`config.mk`:
```
export PLATFORM = sky130hd
export DESIGN_NAME = epoch_ms_to_calendar_fields
export DESIGN_NICKNAME = d
export VERILOG_FILES = /design/src/rtl/ecf_pkg.sv /design/src/rtl/ecf_cdiv.sv /design/src/rtl/ecf_front.sv /design/src/rtl/ecf_civil.sv /design/src/rtl/epoch_ms_to_calendar_fields.sv
export SDC_FILE = /design/constraint.sdc
export NUM_CORES = 2
export LEC_CHECK = 0
export ABC_AREA = 1
export BUFFER_PORTS_ARGS = -buffer_cell sky130_fd_sc_hd__buf_2
export CORE_ASPECT_RATIO = 0.7
export CORE_MARGIN = 10
export CORE_UTILIZATION = 35
export CTS_CLUSTER_SIZE = 8
export DETAILED_ROUTE_END_ITERATION = 8
export GPL_TIMING_DRIVEN = 1
export PLACE_DENSITY = 0.59
export SYNTH_ARGS = -nofsm -noshare
export SYNTH_HDL_FRONTEND = slang
export SYNTH_SLANG_ARGS = --single-unit
```
`constraint.sdc`:
```
create_clock -name clk -period 33.1 [get_ports clk]
set_clock_uncertainty 0.1 [all_clocks]
set_input_delay 6.62 -clock clk [delete_from_list [all_inputs] [get_ports clk]]
set_output_delay 6.62 -clock clk [all_outputs]
set_load 0.01 [all_outputs]
```
`src/rtl/ecf_pkg.sv`:
```
// ----------------------------------------------------------------------------
// ecf_pkg
// Shared constants, result type and small helper functions for the
// epoch-millisecond to calendar-field converter.
// ----------------------------------------------------------------------------
package ecf_pkg;

  localparam int TIME_W = 54;
  localparam int ZONE_W = 11;
  localparam int U_W    = 55;
  localparam int TOD_W  = 27;
  localparam int Z_W    = 28;
  localparam int ERA_W  = 11;
  localparam int DOE_W  = 18;

  localparam int unsigned DAY_MS   = 86400000;
  localparam int unsigned ERA_DAYS = 146097;

  // 86400000 * (719468 + 1024 * 146097): day number becomes a non-negative day-of-era base
  localparam logic [U_W-1:0] DAY_BIAS = 55'd12987889574400000;

  localparam logic signed [TIME_W-1:0] TIME_LIMIT = 54'sd8640000000000000;
  localparam logic signed [TIME_W-1:0] NEG_LIMIT  = -54'sd8640000000000000;

  localparam logic [ERA_W:0] ERA_BIAS = 12'd1024;

  // rounded-up reciprocals for exact floor division by a constant
  localparam logic [18:0] REC_1460 = 19'd367720;  // shift 29
  localparam logic [18:0] REC_365  = 19'd367720;  // shift 27
  localparam logic [27:0] REC_1000 = 28'd137438954; // shift 37
  localparam logic [17:0] REC_60M  = 18'd139811;  // shift 23
  localparam logic [11:0] REC_60H  = 12'd2185;    // shift 17

  typedef struct packed {
    logic [19:0] year;
    logic [3:0]  month;
    logic [4:0]  day_of_month;
    logic [2:0]  weekday;
    logic [8:0]  day_of_year;
    logic        is_leap;
    logic [4:0]  hour;
    logic [5:0]  minute;
    logic [5:0]  second;
    logic [9:0]  millisecond;
    logic        out_of_range;
  } cal_t;

  // first day of each month, counted from 1 March
  function automatic logic [8:0] month_start(input logic [3:0] mp);
    logic [8:0] s;
    unique case (mp)
      4'd0:    s = 9'd0;
      4'd1:    s = 9'd31;
      4'd2:    s = 9'd61;
      4'd3:    s = 9'd92;
      4'd4:    s = 9'd122;
      4'd5:    s = 9'd153;
      4'd6:    s = 9'd184;
      4'd7:    s = 9'd214;
      4'd8:    s = 9'd245;
      4'd9:    s = 9'd275;
      4'd10:   s = 9'd306;
      4'd11:   s = 9'd337;
      default: s = 9'd0;
    endcase
    return s;
  endfunction

  function automatic logic [2:0] mod7(input logic [18:0] v);
    logic [20:0] w;
    logic [5:0]  s1;
    logic [3:0]  s2;
    logic [3:0]  s3;
    w  = {2'b00, v};
    s1 = 6'(w[2:0]) + 6'(w[5:3]) + 6'(w[8:6]) + 6'(w[11:9]) + 6'(w[14:12])
       + 6'(w[17:15]) + 6'(w[20:18]);
    s2 = 4'(s1[2:0]) + 4'(s1[5:3]);
    s3 = 4'(s2[2:0]) + 4'(s2[3]);
    if (s3 >= 4'd7) begin
      s3 = s3 - 4'd7;
    end
    return s3[2:0];
  endfunction

endpackage

```
`src/rtl/ecf_cdiv.sv`:
```
// ----------------------------------------------------------------------------
// ecf_cdiv
// Pipelined restoring division by a constant, STEP quotient bits per stage,
// with a side payload carried alongside.
// ----------------------------------------------------------------------------
module ecf_cdiv #(
  parameter int          WIDTH   = 55,
  parameter int unsigned DIVISOR = 86400000,
  parameter int          STEP    = 4,
  parameter int          PAY_W   = 1,
  localparam int         REM_W   = $clog2(DIVISOR)
) (
  input  logic             clk,
  input  logic             rst,
  input  logic             in_valid,
  output logic             in_ready,
  input  logic [WIDTH-1:0] in_num,
  input  logic [PAY_W-1:0] in_pay,
  output logic             out_valid,
  input  logic             out_ready,
  output logic [WIDTH-1:0] out_quot,
  output logic [REM_W-1:0] out_rem,
  output logic [PAY_W-1:0] out_pay
);

  localparam int NST   = (WIDTH + STEP - 1) / STEP;
  localparam int ACC_W = NST * STEP;
  localparam logic [REM_W:0] DIV_V = (REM_W + 1)'(DIVISOR);

  function automatic logic [ACC_W+REM_W-1:0] div_step(input logic [ACC_W-1:0] acc,
                                                      input logic [REM_W-1:0] rem);
    logic [ACC_W-1:0] a;
    logic [REM_W:0]   r2;
    logic [REM_W-1:0] r;
    a = acc;
    r = rem;
    for (int i = 0; i < STEP; i++) begin
      r2 = {r, a[ACC_W-1]};
      a  = {a[ACC_W-2:0], 1'b0};
      if (r2 >= DIV_V) begin
        r2   = r2 - DIV_V;
        a[0] = 1'b1;
      end
      r = r2[REM_W-1:0];
    end
    return {a, r};
  endfunction

  logic [NST-1:0]   v;
  logic [ACC_W-1:0] acc [NST];
  logic [REM_W-1:0] rem [NST];
  logic [PAY_W-1:0] pay [NST];
  logic [NST:0]     rdy;

  assign rdy[NST] = out_ready;
  assign in_ready = rdy[0];

  for (genvar s = 0; s < NST; s++) begin : g_stage
    logic                   v_in;
    logic [ACC_W-1:0]       acc_in;
    logic [REM_W-1:0]       rem_in;
    logic [PAY_W-1:0]       pay_in;
    logic [ACC_W+REM_W-1:0] nx;

    assign rdy[s] = !v[s] || rdy[s+1];

    if (s == 0) begin : g_first
      assign v_in   = in_valid;
      assign acc_in = ACC_W'(in_num);
      assign rem_in = '0;
      assign pay_in = in_pay;
    end else begin : g_next
      assign v_in   = v[s-1];
      assign acc_in = acc[s-1];
      assign rem_in = rem[s-1];
      assign pay_in = pay[s-1];
    end

    assign nx = div_step(acc_in, rem_in);

    always_ff @(posedge clk) begin
      if (rst) begin
        v[s] <= 1'b0;
      end else if (rdy[s]) begin
        v[s] <= v_in;
      end
    end

    always_ff @(posedge clk) begin
      if (rdy[s]) begin
        acc[s] <= nx[ACC_W+REM_W-1:REM_W];
        rem[s] <= nx[REM_W-1:0];
        pay[s] <= pay_in;
      end
    end
  end

  assign out_valid = v[NST-1];
  assign out_quot  = acc[NST-1][WIDTH-1:0];
  assign out_rem   = rem[NST-1];
  assign out_pay   = pay[NST-1];

endmodule

```
`src/rtl/ecf_front.sv`:
```
// ----------------------------------------------------------------------------
// ecf_front
// Range check, zone shift and biasing of the time value to a non-negative
// count ahead of the day split.
// ----------------------------------------------------------------------------
module ecf_front (
  input  logic                                  clk,
  input  logic                                  rst,
  input  logic                                  in_valid,
  output logic                                  in_ready,
  input  logic signed [ecf_pkg::TIME_W-1:0]     time_ms,
  input  logic                                  use_local,
  input  logic signed [ecf_pkg::ZONE_W-1:0]     zone,
  output logic                                  out_valid,
  input  logic                                  out_ready,
  output logic [ecf_pkg::U_W-1:0]               out_u,
  output logic                                  out_oor
);

  import ecf_pkg::*;

  logic                     v1;
  logic                     v2;
  logic                     rdy1;
  logic                     rdy2;
  logic signed [TIME_W-1:0] t1;
  logic                     oor1;
  logic signed [26:0]       off1;
  logic signed [26:0]       off_ms;
  logic [U_W-1:0]           u;
  logic                     oor2;

  assign rdy2     = !v2 || out_ready;
  assign rdy1     = !v1 || rdy2;
  assign in_ready = rdy1;

  assign off_ms = use_local ? 27'(27'(zone) * 27'sd60000) : 27'sd0;

  always_ff @(posedge clk) begin
    if (rst) begin
      v1 <= 1'b0;
      v2 <= 1'b0;
    end else begin
      if (rdy1) begin
        v1 <= in_valid;
      end
      if (rdy2) begin
        v2 <= v1;
      end
    end
  end

  always_ff @(posedge clk) begin
    if (rdy1) begin
      t1   <= time_ms;
      oor1 <= (time_ms > TIME_LIMIT) || (time_ms < NEG_LIMIT);
      off1 <= off_ms;
    end
    if (rdy2) begin
      u    <= {t1[TIME_W-1], t1} + {{28{off1[26]}}, off1} + DAY_BIAS;
      oor2 <= oor1;
    end
  end

  assign out_valid = v2;
  assign out_u     = u;
  assign out_oor   = oor2;

endmodule

```
`src/rtl/ecf_civil.sv`:
```
// ----------------------------------------------------------------------------
// ecf_civil
// Civil date from era and day of era, and hour, minute, second and
// millisecond from the time of day.
// ----------------------------------------------------------------------------
module ecf_civil (
  input  logic                          clk,
  input  logic                          rst,
  input  logic                          in_valid,
  output logic                          in_ready,
  input  logic [ecf_pkg::ERA_W-1:0]     era,
  input  logic [ecf_pkg::DOE_W-1:0]     doe,
  input  logic [ecf_pkg::TOD_W-1:0]     tod,
  input  logic                          oor,
  output logic                          out_valid,
  input  logic                          out_ready,
  output ecf_pkg::cal_t                 out_cal
);

  import ecf_pkg::*;

  logic v1, v2, v3, v4, v5;
  logic rdy1, rdy2, rdy3, rdy4, rdy5;

  assign rdy5     = !v5 || out_ready;
  assign rdy4     = !v4 || rdy5;
  assign rdy3     = !v3 || rdy4;
  assign rdy2     = !v2 || rdy3;
  assign rdy1     = !v1 || rdy2;
  assign in_ready = rdy1;

  always_ff @(posedge clk) begin
    if (rst) begin
      v1 <= 1'b0;
      v2 <= 1'b0;
      v3 <= 1'b0;
      v4 <= 1'b0;
      v5 <= 1'b0;
    end else begin
      if (rdy1) v1 <= in_valid;
      if (rdy2) v2 <= v1;
      if (rdy3) v3 <= v2;
      if (rdy4) v4 <= v3;
      if (rdy5) v5 <= v4;
    end
  end

  // stage 1
  logic [DOE_W-1:0] c1_doe;
  logic [ERA_W-1:0] c1_era;
  logic [TOD_W-1:0] c1_tod;
  logic             c1_oor;
  logic [6:0]       c1_d1460;
  logic [2:0]       c1_dc;
  logic             c1_dlast;
  logic [2:0]       c1_wd;
  logic [16:0]      c1_qs;
  logic [36:0]      p_1460;
  logic [54:0]      p_1000;

  assign p_1460 = 37'(doe) * 37'(REC_1460);
  assign p_1000 = 55'(tod) * 55'(REC_1000);

  always_ff @(posedge clk) begin
    if (rdy1) begin
      c1_doe   <= doe;
      c1_era   <= era;
      c1_tod   <= tod;
      c1_oor   <= oor;
      c1_d1460 <= p_1460[35:29];
      c1_dc    <= 3'(doe >= 18'd36524) + 3'(doe >= 18'd73048) + 3'(doe >= 18'd109572)
                + 3'(doe >= 18'd146096);
      c1_dlast <= (doe == 18'd146096);
      c1_wd    <= mod7(19'(doe) + 19'd3);
      c1_qs    <= p_1000[53:37];
    end
  end

  // stage 2
  logic [DOE_W-1:0] c2_doe;
  logic [ERA_W-1:0] c2_era;
  logic             c2_oor;
  logic [2:0]       c2_wd;
  logic [DOE_W-1:0] c2_tsum;
  logic [9:0]       c2_ms;
  logic [16:0]      c2_qs;
  logic [10:0]      c2_qm;
  logic [26:0]      ms_full;
  logic [34:0]      p_qm;

  assign ms_full = c1_tod - 27'(c1_qs) * 27'd1000;
  assign p_qm    = 35'(c1_qs) * 35'(REC_60M);

  always_ff @(posedge clk) begin
    if (rdy2) begin
      c2_doe  <= c1_doe;
      c2_era  <= c1_era;
      c2_oor  <= c1_oor;
      c2_wd   <= c1_wd;
      c2_tsum <= c1_doe - 18'(c1_d1460) + 18'(c1_dc) - 18'(c1_dlast);
      c2_ms   <= ms_full[9:0];
      c2_qs   <= c1_qs;
      c2_qm   <= p_qm[33:23];
    end
  end

  // stage 3
  logic [DOE_W-1:0] c3_doe;
  logic [ERA_W-1:0] c3_era;
  logic             c3_oor;
  logic [2:0]       c3_wd;
  logic [8:0]       c3_yoe;
  logic [9:0]       c3_ms;
  logic [5:0]       c3_sec;
  logic [10:0]      c3_qm;
  logic [4:0]       c3_qh;
  logic [36:0]      p_yoe;
  logic [16:0]      sec_full;
  logic [22:0]      p_qh;

  assign p_yoe    = 37'(c2_tsum) * 37'(REC_365);
  assign sec_full = c2_qs - 17'(c2_qm) * 17'd60;
  assign p_qh     = 23'(c2_qm) * 23'(REC_60H);

  always_ff @(posedge clk) begin
    if (rdy3) begin
      c3_doe <= c2_doe;
      c3_era <= c2_era;
      c3_oor <= c2_oor;
      c3_wd  <= c2_wd;
      c3_yoe <= p_yoe[35:27];
      c3_ms  <= c2_ms;
      c3_sec <= sec_full[5:0];
      c3_qm  <= c2_qm;
      c3_qh  <= p_qh[21:17];
    end
  end

  // stage 4
  logic [ERA_W-1:0] c4_era;
  logic             c4_oor;
  logic [2:0]       c4_wd;
  logic [8:0]       c4_yoe;
  logic [8:0]       c4_doy;
  logic [9:0]       c4_ms;
  logic [5:0]       c4_sec;
  logic [5:0]       c4_min;
  logic [4:0]       c4_hour;
  logic [1:0]       y100;
  logic [DOE_W-1:0] yr_base;
  logic [DOE_W-1:0] doy_full;
  logic [10:0]      min_full;

  assign y100     = 2'(c3_yoe >= 9'd100) + 2'(c3_yoe >= 9'd200) + 2'(c3_yoe >= 9'd300);
  assign yr_base  = 18'(c3_yoe) * 18'd365 + 18'(c3_yoe[8:2]) - 18'(y100);
  assign doy_full = c3_doe - yr_base;
  assign min_full = c3_qm - 11'(c3_qh) * 11'd60;

  always_ff @(posedge clk) begin
    if (rdy4) begin
      c4_era  <= c3_era;
      c4_oor  <= c3_oor;
      c4_wd   <= c3_wd;
      c4_yoe  <= c3_yoe;
      c4_doy  <= doy_full[8:0];
      c4_ms   <= c3_ms;
      c4_sec  <= c3_sec;
      c4_min  <= min_full[5:0];
      c4_hour <= c3_qh;
    end
  end

  // stage 5
  logic [3:0]         mp;
  logic [8:0]         mstart;
  logic [8:0]         yy;
  logic               leap;
  logic signed [11:0] era_s;
  logic signed [19:0] year_s;
  cal_t               cal;
  cal_t               cal_q;

  always_comb begin
    mp = 4'd0;
    for (int k = 1; k < 12; k++) begin
      mp = mp + 4'(c4_doy >= month_start(4'(k)));
    end
  end

  assign mstart = month_start(mp);
  assign yy     = c4_yoe + 9'(mp >= 4'd10);
  assign leap   = (yy[1:0] == 2'b00) && !(yy == 9'd100 || yy == 9'd200 || yy == 9'd300);
  assign era_s  = $signed({1'b0, c4_era}) - $signed(ERA_BIAS);
  assign year_s = {{8{era_s[11]}}, era_s} * 20'sd400 + $signed({11'b0, yy});

  always_comb begin
    cal = '0;
    if (c4_oor) begin
      cal.out_of_range = 1'b1;
    end else begin
      cal.year         = year_s;
      cal.month        = (mp < 4'd10) ? mp + 4'd2 : mp - 4'd10;
      cal.day_of_month = 5'(c4_doy - mstart + 9'd1);
      cal.weekday      = c4_wd;
      cal.day_of_year  = (mp >= 4'd10) ? c4_doy - 9'd306 : c4_doy + 9'd59 + 9'(leap);
      cal.is_leap      = leap;
      cal.hour         = c4_hour;
      cal.minute       = c4_min;
      cal.second       = c4_sec;
      cal.millisecond  = c4_ms;
    end
  end

  always_ff @(posedge clk) begin
    if (rdy5) begin
      cal_q <= cal;
    end
  end

  assign out_valid = v5;
  assign out_cal   = cal_q;

endmodule

```
`src/rtl/epoch_ms_to_calendar_fields.sv`:
```
// ----------------------------------------------------------------------------
// epoch_ms_to_calendar_fields
// Signed epoch milliseconds to proleptic Gregorian calendar fields, with an
// optional local zone offset.
// ----------------------------------------------------------------------------
//  channel  | kind          | carries
//  s_axis   | stream in     | time_ms in tdata, use_local in tuser
//  m_axis   | stream out    | calendar fields in tdata, out_of_range in tuser
//  apb      | register port | zone_offset_minutes at address 0
//
//  One item per cycle while m_axis is not stalled. The pipeline has 2 front
//  stages, 14 stages of the day split (4 quotient bits each), 7 stages of the
//  era split and 5 stages of field assembly.
//  Reset clears the valid bits and the zone offset.
//  Each stage holds while the one after it is full and stalled.
// ----------------------------------------------------------------------------
module epoch_ms_to_calendar_fields (
  input  logic        clk,
  input  logic        rst,
  input  logic        psel,
  input  logic        penable,
  input  logic        pwrite,
  input  logic [2:0]  paddr,
  input  logic [31:0] pwdata,
  output logic [31:0] prdata,
  output logic        pready,
  input  logic        s_axis_tvalid,
  output logic        s_axis_tready,
  input  logic [55:0] s_axis_tdata,  // time_ms[53:0]
  input  logic        s_axis_tuser,  // use_local
  output logic        m_axis_tvalid,
  input  logic        m_axis_tready,
  // year[19:0], month[23:20], day_of_month[28:24], weekday[31:29],
  // day_of_year[40:32], is_leap[41], hour[46:42], minute[52:47],
  // second[58:53], millisecond[68:59]
  output logic [71:0] m_axis_tdata,
  output logic        m_axis_tuser   // out_of_range
);

  import ecf_pkg::*;

  localparam logic ADDR_ZONE = 1'b0;

  logic signed [ZONE_W-1:0] zone;

  always_ff @(posedge clk) begin
    if (rst) begin
      zone <= '0;
    end else if (psel && penable && pwrite && pready && paddr[2] == ADDR_ZONE) begin
      zone <= pwdata[ZONE_W-1:0];
    end
  end

  assign pready = 1'b1;
  assign prdata = (paddr[2] == ADDR_ZONE) ? 32'(unsigned'(zone)) : 32'd0;

  logic             f_valid, f_ready, f_oor;
  logic [U_W-1:0]   f_u;
  logic             d1_valid, d1_ready;
  logic [U_W-1:0]   d1_quot;
  logic [TOD_W-1:0] d1_rem;
  logic             d1_oor;
  logic             d2_valid, d2_ready;
  logic [Z_W-1:0]   d2_quot;
  logic [DOE_W-1:0] d2_rem;
  logic [TOD_W:0]   d2_pay;
  cal_t             cal;

  ecf_front u_front (
    .clk       (clk),
    .rst       (rst),
    .in_valid  (s_axis_tvalid),
    .in_ready  (s_axis_tready),
    .time_ms   ($signed(s_axis_tdata[TIME_W-1:0])),
    .use_local (s_axis_tuser),
    .zone      (zone),
    .out_valid (f_valid),
    .out_ready (f_ready),
    .out_u     (f_u),
    .out_oor   (f_oor)
  );

  ecf_cdiv #(
    .WIDTH   (U_W),
    .DIVISOR (DAY_MS),
    .STEP    (4),
    .PAY_W   (1)
  ) u_day_div (
    .clk       (clk),
    .rst       (rst),
    .in_valid  (f_valid),
    .in_ready  (f_ready),
    .in_num    (f_u),
    .in_pay    (f_oor),
    .out_valid (d1_valid),
    .out_ready (d1_ready),
    .out_quot  (d1_quot),
    .out_rem   (d1_rem),
    .out_pay   (d1_oor)
  );

  ecf_cdiv #(
    .WIDTH   (Z_W),
    .DIVISOR (ERA_DAYS),
    .STEP    (4),
    .PAY_W   (TOD_W + 1)
  ) u_era_div (
    .clk       (clk),
    .rst       (rst),
    .in_valid  (d1_valid),
    .in_ready  (d1_ready),
    .in_num    (d1_quot[Z_W-1:0]),
    .in_pay    ({d1_rem, d1_oor}),
    .out_valid (d2_valid),
    .out_ready (d2_ready),
    .out_quot  (d2_quot),
    .out_rem   (d2_rem),
    .out_pay   (d2_pay)
  );

  ecf_civil u_civil (
    .clk       (clk),
    .rst       (rst),
    .in_valid  (d2_valid),
    .in_ready  (d2_ready),
    .era       (d2_quot[ERA_W-1:0]),
    .doe       (d2_rem),
    .tod       (d2_pay[TOD_W:1]),
    .oor       (d2_pay[0]),
    .out_valid (m_axis_tvalid),
    .out_ready (m_axis_tready),
    .out_cal   (cal)
  );

  assign m_axis_tdata = {3'b000, cal.millisecond, cal.second, cal.minute, cal.hour,
                         cal.is_leap, cal.day_of_year, cal.weekday, cal.day_of_month,
                         cal.month, cal.year};
  assign m_axis_tuser = cal.out_of_range;

endmodule

```
-- After elaboration in Yosys (flattened, before gate mapping)
Memories as Yosys holds them, arrays and structs flattened. A register that Yosys moved wholly into a read port is not among the register bits.
Cells that the tools add are included.
- memories: 7
- memory bits (read-only): 144
- register bits after elaboration: 496
- input bits: 99
- output and inout port bits: 108
- word-level logic and storage cells: 616
- RAM bits: 1694
- memory list (memory ; words ; width ; rd ports ; clocked after memory_dff ; write ports ; line ; source):
    u_day_div.acc ; 14 ; 56 ; 14 ; 0 ; 14 ; ecf_cdiv.sv:50 ; logic [ACC_W-1:0] acc [NST];
    u_day_div.rem ; 14 ; 27 ; 14 ; 0 ; 14 ; ecf_cdiv.sv:51 ; logic [REM_W-1:0] rem [NST];
    u_era_div.acc ; 7 ; 28 ; 7 ; 1 ; 7 ; ecf_cdiv.sv:50 ;
    u_era_div.pay ; 7 ; 28 ; 7 ; 0 ; 7 ; ecf_cdiv.sv:52 ; logic [PAY_W-1:0] pay [NST];
    (name not given) ; 16 ; 9 ; 1 ; 0 ; 0 ; ecf_pkg.sv:51 ; unique case (mp)
    u_era_div.rem ; 7 ; 18 ; 7 ; 0 ; 7 ; ecf_cdiv.sv:51 ;
    +1 memories ; -- ; -- ; -- ; -- ; -- ; -- ;
- magnitude comparators: 106
- bitwise logic cells: 1
- equality and inequality tests: 4
- multiply operators: 11
- mux-type cells: 213
- reduce and logical (&&, ||, !) cells: 65
- $add $sub $neg: 129
- operator list (kind ; number):
    $ge A28 B27 Y1 const B ; 54
    $mux W27 ; 55
    $sub A27 B27 Y27 const B ; 54
    $ge A19 B18 Y1 const B ; 27
    $mux W18 ; 28
    $sub A18 B18 Y18 const B ; 27
    $mux W1 ; 126
    $mul A18 B16 Y33 const B ; 2
    $add A54 B27 Y55 ; 1
    $add A55 B54 Y55 const B ; 1
    $gt A54 B54 Y1 const B ; 1
    $lt A54 B54 Y1 const B ; 1
    $mul A27 B27 Y53 const B ; 1
    $ge A9 B8 Y1 const B ; 5
    $mul A11 B12 Y22 const B ; 2
    $add A4 B1 Y4 ; 9
    $ge A18 B17 Y1 const B ; 2
    $ge A9 B9 Y1 const B ; 4
    $mul A17 B18 Y34 const B ; 1
    $logic_or A1 B1 Y1 ; 31
    $logic_not A1 Y1 ; 29
    $ge A1 B27 Y1 const B ; 1
    $ge A9 B7 Y1 const B ; 3
    $sub A1 B27 Y27 const B ; 1
    51 further kinds ; 63

-- Depth between registers and ports, before layout
- word-level depth: 29
- mapped depth: 48
- depth with buffers taken out: 46

-- By module
A second synthesis with hierarchy kept.
- cell total of the unflattened synthesis: 15569
- area, all modules: 133027.6 µm²
- by module, submodules not included (module ; instances ; cells an instance ; area an instance (µm²) ; sequential area each (µm²)):
    ecf_cdiv at u_day_div ; 1 ; 6584 ; 51639.5 ; 24063.1
    ecf_civil ; 1 ; 4814 ; 46195.6 ; 10009.6
    ecf_cdiv at u_era_div ; 1 ; 2345 ; 21698.3 ; 12001.5
    ecf_front ; 1 ; 1698 ; 12709.7 ; 4033.9
    epoch_ms_to_calendar_fields ; 1 ; 128 ; 784.5 ; 220.2

-- Least setup slack after synthesis
No wires, ideal clock.
- kind: input-to-output
- start point: input port m_axis_tready
- end point: output port s_axis_tready
- cell stages on the path: 36
- required time: 26380 ps
- slack: -2244 ps
- buffers on the path: 0
- data arrival time: 28624 ps
- cells stage by stage: nor2_1 inv_2 nor2_1 inv_2 nor2_1 inv_2 nor2_1 inv_2 nor2_1 inv_2 nor2_1 inv_2 nor2_1 inv_2 nor2_1 inv_1 nor2_1 nand2_1 nor2_1 nand2_1 nor2_1 nand2_1 nor2_1 nand2_1 nor2_2 nand2_1 nor2_1 nand2_1 nor2_2 nand2_1 nor2_1 nand2_1 nor2_2 nand2_1 nor2_1 nand2_1
- longest elaborated chain between the ends: 28
- RTL lines (element ; line ; source):
    start, declared ; epoch_ms_to_calendar_fields.sv:32 ; input logic m_axis_tready,
    $logic_or A1 B1 Y1 ; ecf_civil.sv:25 ; assign rdy5 = !v5 || out_ready;
    named net u_civil.rdy5 ; ecf_civil.sv:23 ; logic rdy1, rdy2, rdy3, rdy4, rdy5;
    $logic_or A1 B1 Y1 ; ecf_civil.sv:26 ; assign rdy4 = !v4 || rdy5;
    named net u_civil.rdy4 ; ecf_civil.sv:23 ;
    $logic_or A1 B1 Y1 ; ecf_civil.sv:27 ; assign rdy3 = !v3 || rdy4;
    named net u_civil.rdy3 ; ecf_civil.sv:23 ;
    $logic_or A1 B1 Y1 ; ecf_civil.sv:28 ; assign rdy2 = !v2 || rdy3;
    named net u_civil.rdy2 ; ecf_civil.sv:23 ;
    [... 1 more ...] ; -- ;
    named net d2_ready ; epoch_ms_to_calendar_fields.sv:63 ; logic d2_valid, d2_ready;
    [... 1 more ...] ; -- ;
    named net u_era_div.rdy[6] ; ecf_cdiv.sv:53 ; logic [NST:0] rdy;
    [... 1 more ...] ; -- ;
    named net u_era_div.rdy[5] ; ecf_cdiv.sv:53 ;
    [... 1 more ...] ; -- ;
    named net u_era_div.rdy[4] ; ecf_cdiv.sv:53 ;
    [... 2 more ...] ; -- ;
    named net u_era_div.rdy[2] ; ecf_cdiv.sv:53 ;
    [... 2 more ...] ; -- ;
    named net d1_ready ; epoch_ms_to_calendar_fields.sv:59 ; logic d1_valid, d1_ready;
    [... 2 more ...] ; -- ;
    named net u_day_div.rdy[12] ; ecf_cdiv.sv:53 ;
    [... 2 more ...] ; -- ;
    named net u_day_div.rdy[10] ; ecf_cdiv.sv:53 ;
    [... 2 more ...] ; -- ;
    named net u_day_div.rdy[8] ; ecf_cdiv.sv:53 ;
    [... 2 more ...] ; -- ;
    named net u_day_div.rdy[6] ; ecf_cdiv.sv:53 ;
    $logic_or A1 B1 Y1 (2 in series) ; ecf_cdiv.sv:65 ; assign rdy[s] = !v[s] || rdy[s+1];
    named net u_day_div.rdy[4] ; ecf_cdiv.sv:53 ;
    $logic_or A1 B1 Y1 (2 in series) ; ecf_cdiv.sv:65 ;
    named net u_day_div.rdy[2] ; ecf_cdiv.sv:53 ;
    $logic_or A1 B1 Y1 (2 in series) ; ecf_cdiv.sv:65 ;
    named net f_ready ; epoch_ms_to_calendar_fields.sv:57 ; logic f_valid, f_ready, f_oor;
    $logic_or A1 B1 Y1 ; ecf_front.sv:33 ; assign rdy2 = !v2 || out_ready;
    $logic_or A1 B1 Y1 ; ecf_front.sv:34 ; assign rdy1 = !v1 || rdy2;
    end, declared ; epoch_ms_to_calendar_fields.sv:28 ; output logic s_axis_tready,
The timed path passes the listed nets, and every way through them passes these cells.

-- Final worst setup path
Same ends and word-level chain as after synthesis.

==> qor.yml <==
outcome:
  outcome: "completed"
die:
  initial_core_util_pct: 35.2
  fp-row-count: 182
  die_h_um: 518
  fp.dieW_um: 731
  core_region_area_um2: 352000
  io_pins: 207
  dieArea_um2: 379000
drt:
  firstDrtPassIters: 8
  viasPerCell: 4.74
  wirelength_um: 280000
  avgRoutedWirePerCell_um: 14.9
  drt.antenna.violating_nets: 0
  num_vias: 88900
  drt_iter0_drc: 7649
  drcViolationCount: 0
sta:
  setup_viol: 0
  rsz0062_at_grt: "false"
  tns_ps: 0
  clock.fmax_ghz: 0.0517
  slew_viol_final: 0
  whs_ps: 298
  hold_viol: 0
  tightest_slew_ps: 1150
  period_share_pct: 58.4
  layout_min_cycle_time_ps: 19340
  relSlewSlack_pct: 23.1
critical_path:
  arrival_ps: 12620
  critPathMaxFanout: 58
  cp-start-kind: "primary input"
  crit_path_end: "s_axis_tready"
  required_ps: 26380
  r2r_cells: 44
  crit_top_cell: "nor2_1"
  cpMaxStageDelayCell: "clkinv_2"
  critPathCaptureType: "output pin"
  critical_path.max_stage_delay_ps: 460
  r2r_start: "u_civil.c4_doy[4]"
  startpoint: "m_axis_tready"
  critPathKind: "in2out"
  r2r_setup_slack_ps: 23960
  worstReg2RegEnd: "u_civil.out_cal[69]"
yosys:
  async_flop_share_pct: 0
  ys_ff_latch: 1681
  ys_types: 73
  syn-instance-count: 13700
  synth-warning-count: 0
  avgSynthCellArea_um2: 9.06
  synth_top_area_cell: "edfxtp_1"
  synth_area_leaders: "edfxtp_1 40%, ha_1 12%, nand2_1 10%"
  synth_ff_type: "edfxtp_1"
  synth_top_area_share_pct: 39.8
  syn_area_um2: 124000
  synth-edff-count: 1642
  ys_seq_area_share_pct: 40.4
cts:
  clock-sinks: 1681
  insertion_delay_ps: 940
  cts-root-buf: "clkbuf_16"
  clockBufferDepth: 4
  clk_pin_slew_ps: 50
  cts_setup_buffers: 0
  hold_buffers: 0
  cts_buffers: 238
  cts_tree: "built"
  cts_htree_levels: 4
  cts-resized-gates: 0
layout:
  nFillCells: 35000
  area_growth_pct: 9.89
  diodes: 0
  seq_area_um2: 50100
  design_area_um2: 136000
  nets: 15800
  drive_gt1_share_pct: 7.07
  multi_input_area_um2: 63700
placement:
  globalplace.congestion: 0.921
  dp_hpwl_um: 221000
  io_buffers: 156
  placed_area_um2: 130000
global_route:
  grt_use_total_pct: 14.5
  antenna_found_initial: 3
  grt_pass1_vias: 83400
  grt_max_degree: 72
  grt_pass1_wl_um: 457000
  grt_overflow: 0
hold_path:
  hp-class: "reg2reg"
run:
  drv.max_cap_violation_count: 0
## Yosys cell counts (10+ instances only)
master	instances
xnor2_1	118
nand2_1	3412
dfxtp_1	39
nand2_2	115
or2_2	24
nor3_1	69
o21bai_1	29
buf_2	58
xor2_1	399
o221ai_1	10
and2_1	14
nor2_2	92
a31oi_1	41
o21a_1	21
nor2_1	1084
nand3_2	42
o21ai_1	87
a21oi_4	12
buf_4	52
a21oi_1	439
nand3b_1	29
nor2_4	30
edfxtp_1	1642
buf_6	48
clkbuf_1	27
o31ai_1	12
o21ai_2	31
nand4_1	349
o211ai_1	16
nand3_1	803
o21ai_0	257
inv_2	132
nor4_1	29
fa_1	585
nand3_4	14
inv_1	2223
a211oi_1	21
a21o_1	10
ha_1	1176
## placed cells by master, fill, tap and decap left out, drive strengths merged, types with 12 or more instances in the layout
cell type  synthesis  routed
nand2           3535    3535
inv             2356    2359
edfxtp          1642    1642
nor2            1206    1206
ha              1176    1176
nand3            859     859
fa               585     585
a21oi            455     455
xor2             402     402
o21ai            377     377
nand4            351     351
clkbuf            28     324
buf              159     200
xnor2            118     118
nor3              73      73
a31oi             41      41
dfxtp             39      39
o21bai            29      29
nor4              29      29
nand3b            29      29
conb               2      25
or2               24      24
o21a              21      21
a211oi            21      21
o211ai            16      16
and2              16      16
clkinv             3      13
o31ai             12      12
## registers in the layout (all words and copies together) (netlist names), 18 cells and up
| name | count |
|---|---|
| u_era_div.acc | 105 |
| u_front.out_u | 55 |
| u_day_div.acc | 476 |
| u_day_div.rem | 294 |
| u_front.t1 | 54 |
| u_civil.out_cal | 70 |
| u_civil.c2_tsum | 18 |
| u_era_div.rem | 94 |
| u_era_div.pay | 196 |
| u_front.off1 | 22 |
| u_civil.c1_doe | 18 |
## area by class of cell
| cell class | instances | area share [%] |
|---|---|---|
| clock buffer | 324 | 4.62 |
| clock inverter | 14 | 0.145 |
| inverter | 2359 | 6.51 |
| multi-input combinational | 9476 | 46.8 |
| sequential | 1681 | 36.8 |
| tap | 4692 | 4.31 |
| timing repair buffer | 200 | 0.816 |
## through the flow
stage / utilization (%) / instances / setup WS (ps)
floorplan: - / 13700 / 450
global placement: 36.9 / 18400 / 13450
detailed placement: 36.9 / 18400 / 13650
CTS: 38.7 / 18700 / 13600
global route: 38.7 / 18700 / 12840
finish: 38.7 / 18700 / 13760
## how the worst min path moves through the flow
stage,from,endpoint,slack [ps],depth (start not counted)
after floorplan,u_era_div.acc[6][0],u_civil.c1_era[0],300,0
after global placement,u_day_div.acc[1][45],u_day_div.acc[1][105],300,0
after detailed placement,u_civil.c1_era[4],u_civil.c2_era[4],300,0
after CTS,u_era_div.acc[2][26],u_era_div.rem[3][2],300,0
after global routing,u_civil.c3_era[4],u_civil.c4_era[4],310,0
final,u_day_div.acc[0][4],u_day_div.acc[0][64],300,0
## logic make-up (layout without fill, tap and decap cells)
logic type                 Yosys count  in the layout  synth area share [%]
AOI/OAI and AO/OA                 1035           1035                  4.83
xor gates and xnor gates           520            520                  3.69
adders and majority gates         1761           1761                  21.3
buffers and inverters             2546           2897                  8.22
DFF                               1681           1681                  40.4
muxes                                1              1               0.00909
other                                2             25               0.00606
and+or+nand+nor                   6134           6134                  21.5
## critical path, delay by kind of cell
family,cells,cell delay [ps]
buffers and inverters,11,1480
AND/OR/NAND/NOR,28,4430
## metal layers
layer / wire (um) / share of wire, % / up-vias / GRT usage (%)
li1: - / - / 45100 / -
met1: 153000 / 55 / 41300 / 24.3
met2: 105000 / 37 / 2193 / 19.3
met3: 18200 / 6.5 / 265 / 2.36
met4: 3810 / 1.4 / 0 / 2.17
met5: 0 / 0 / - / 0
Power is left out: the tool's default activity adds up to more than one toggle a clock period on the data nets, which glitch-free logic cannot reach.
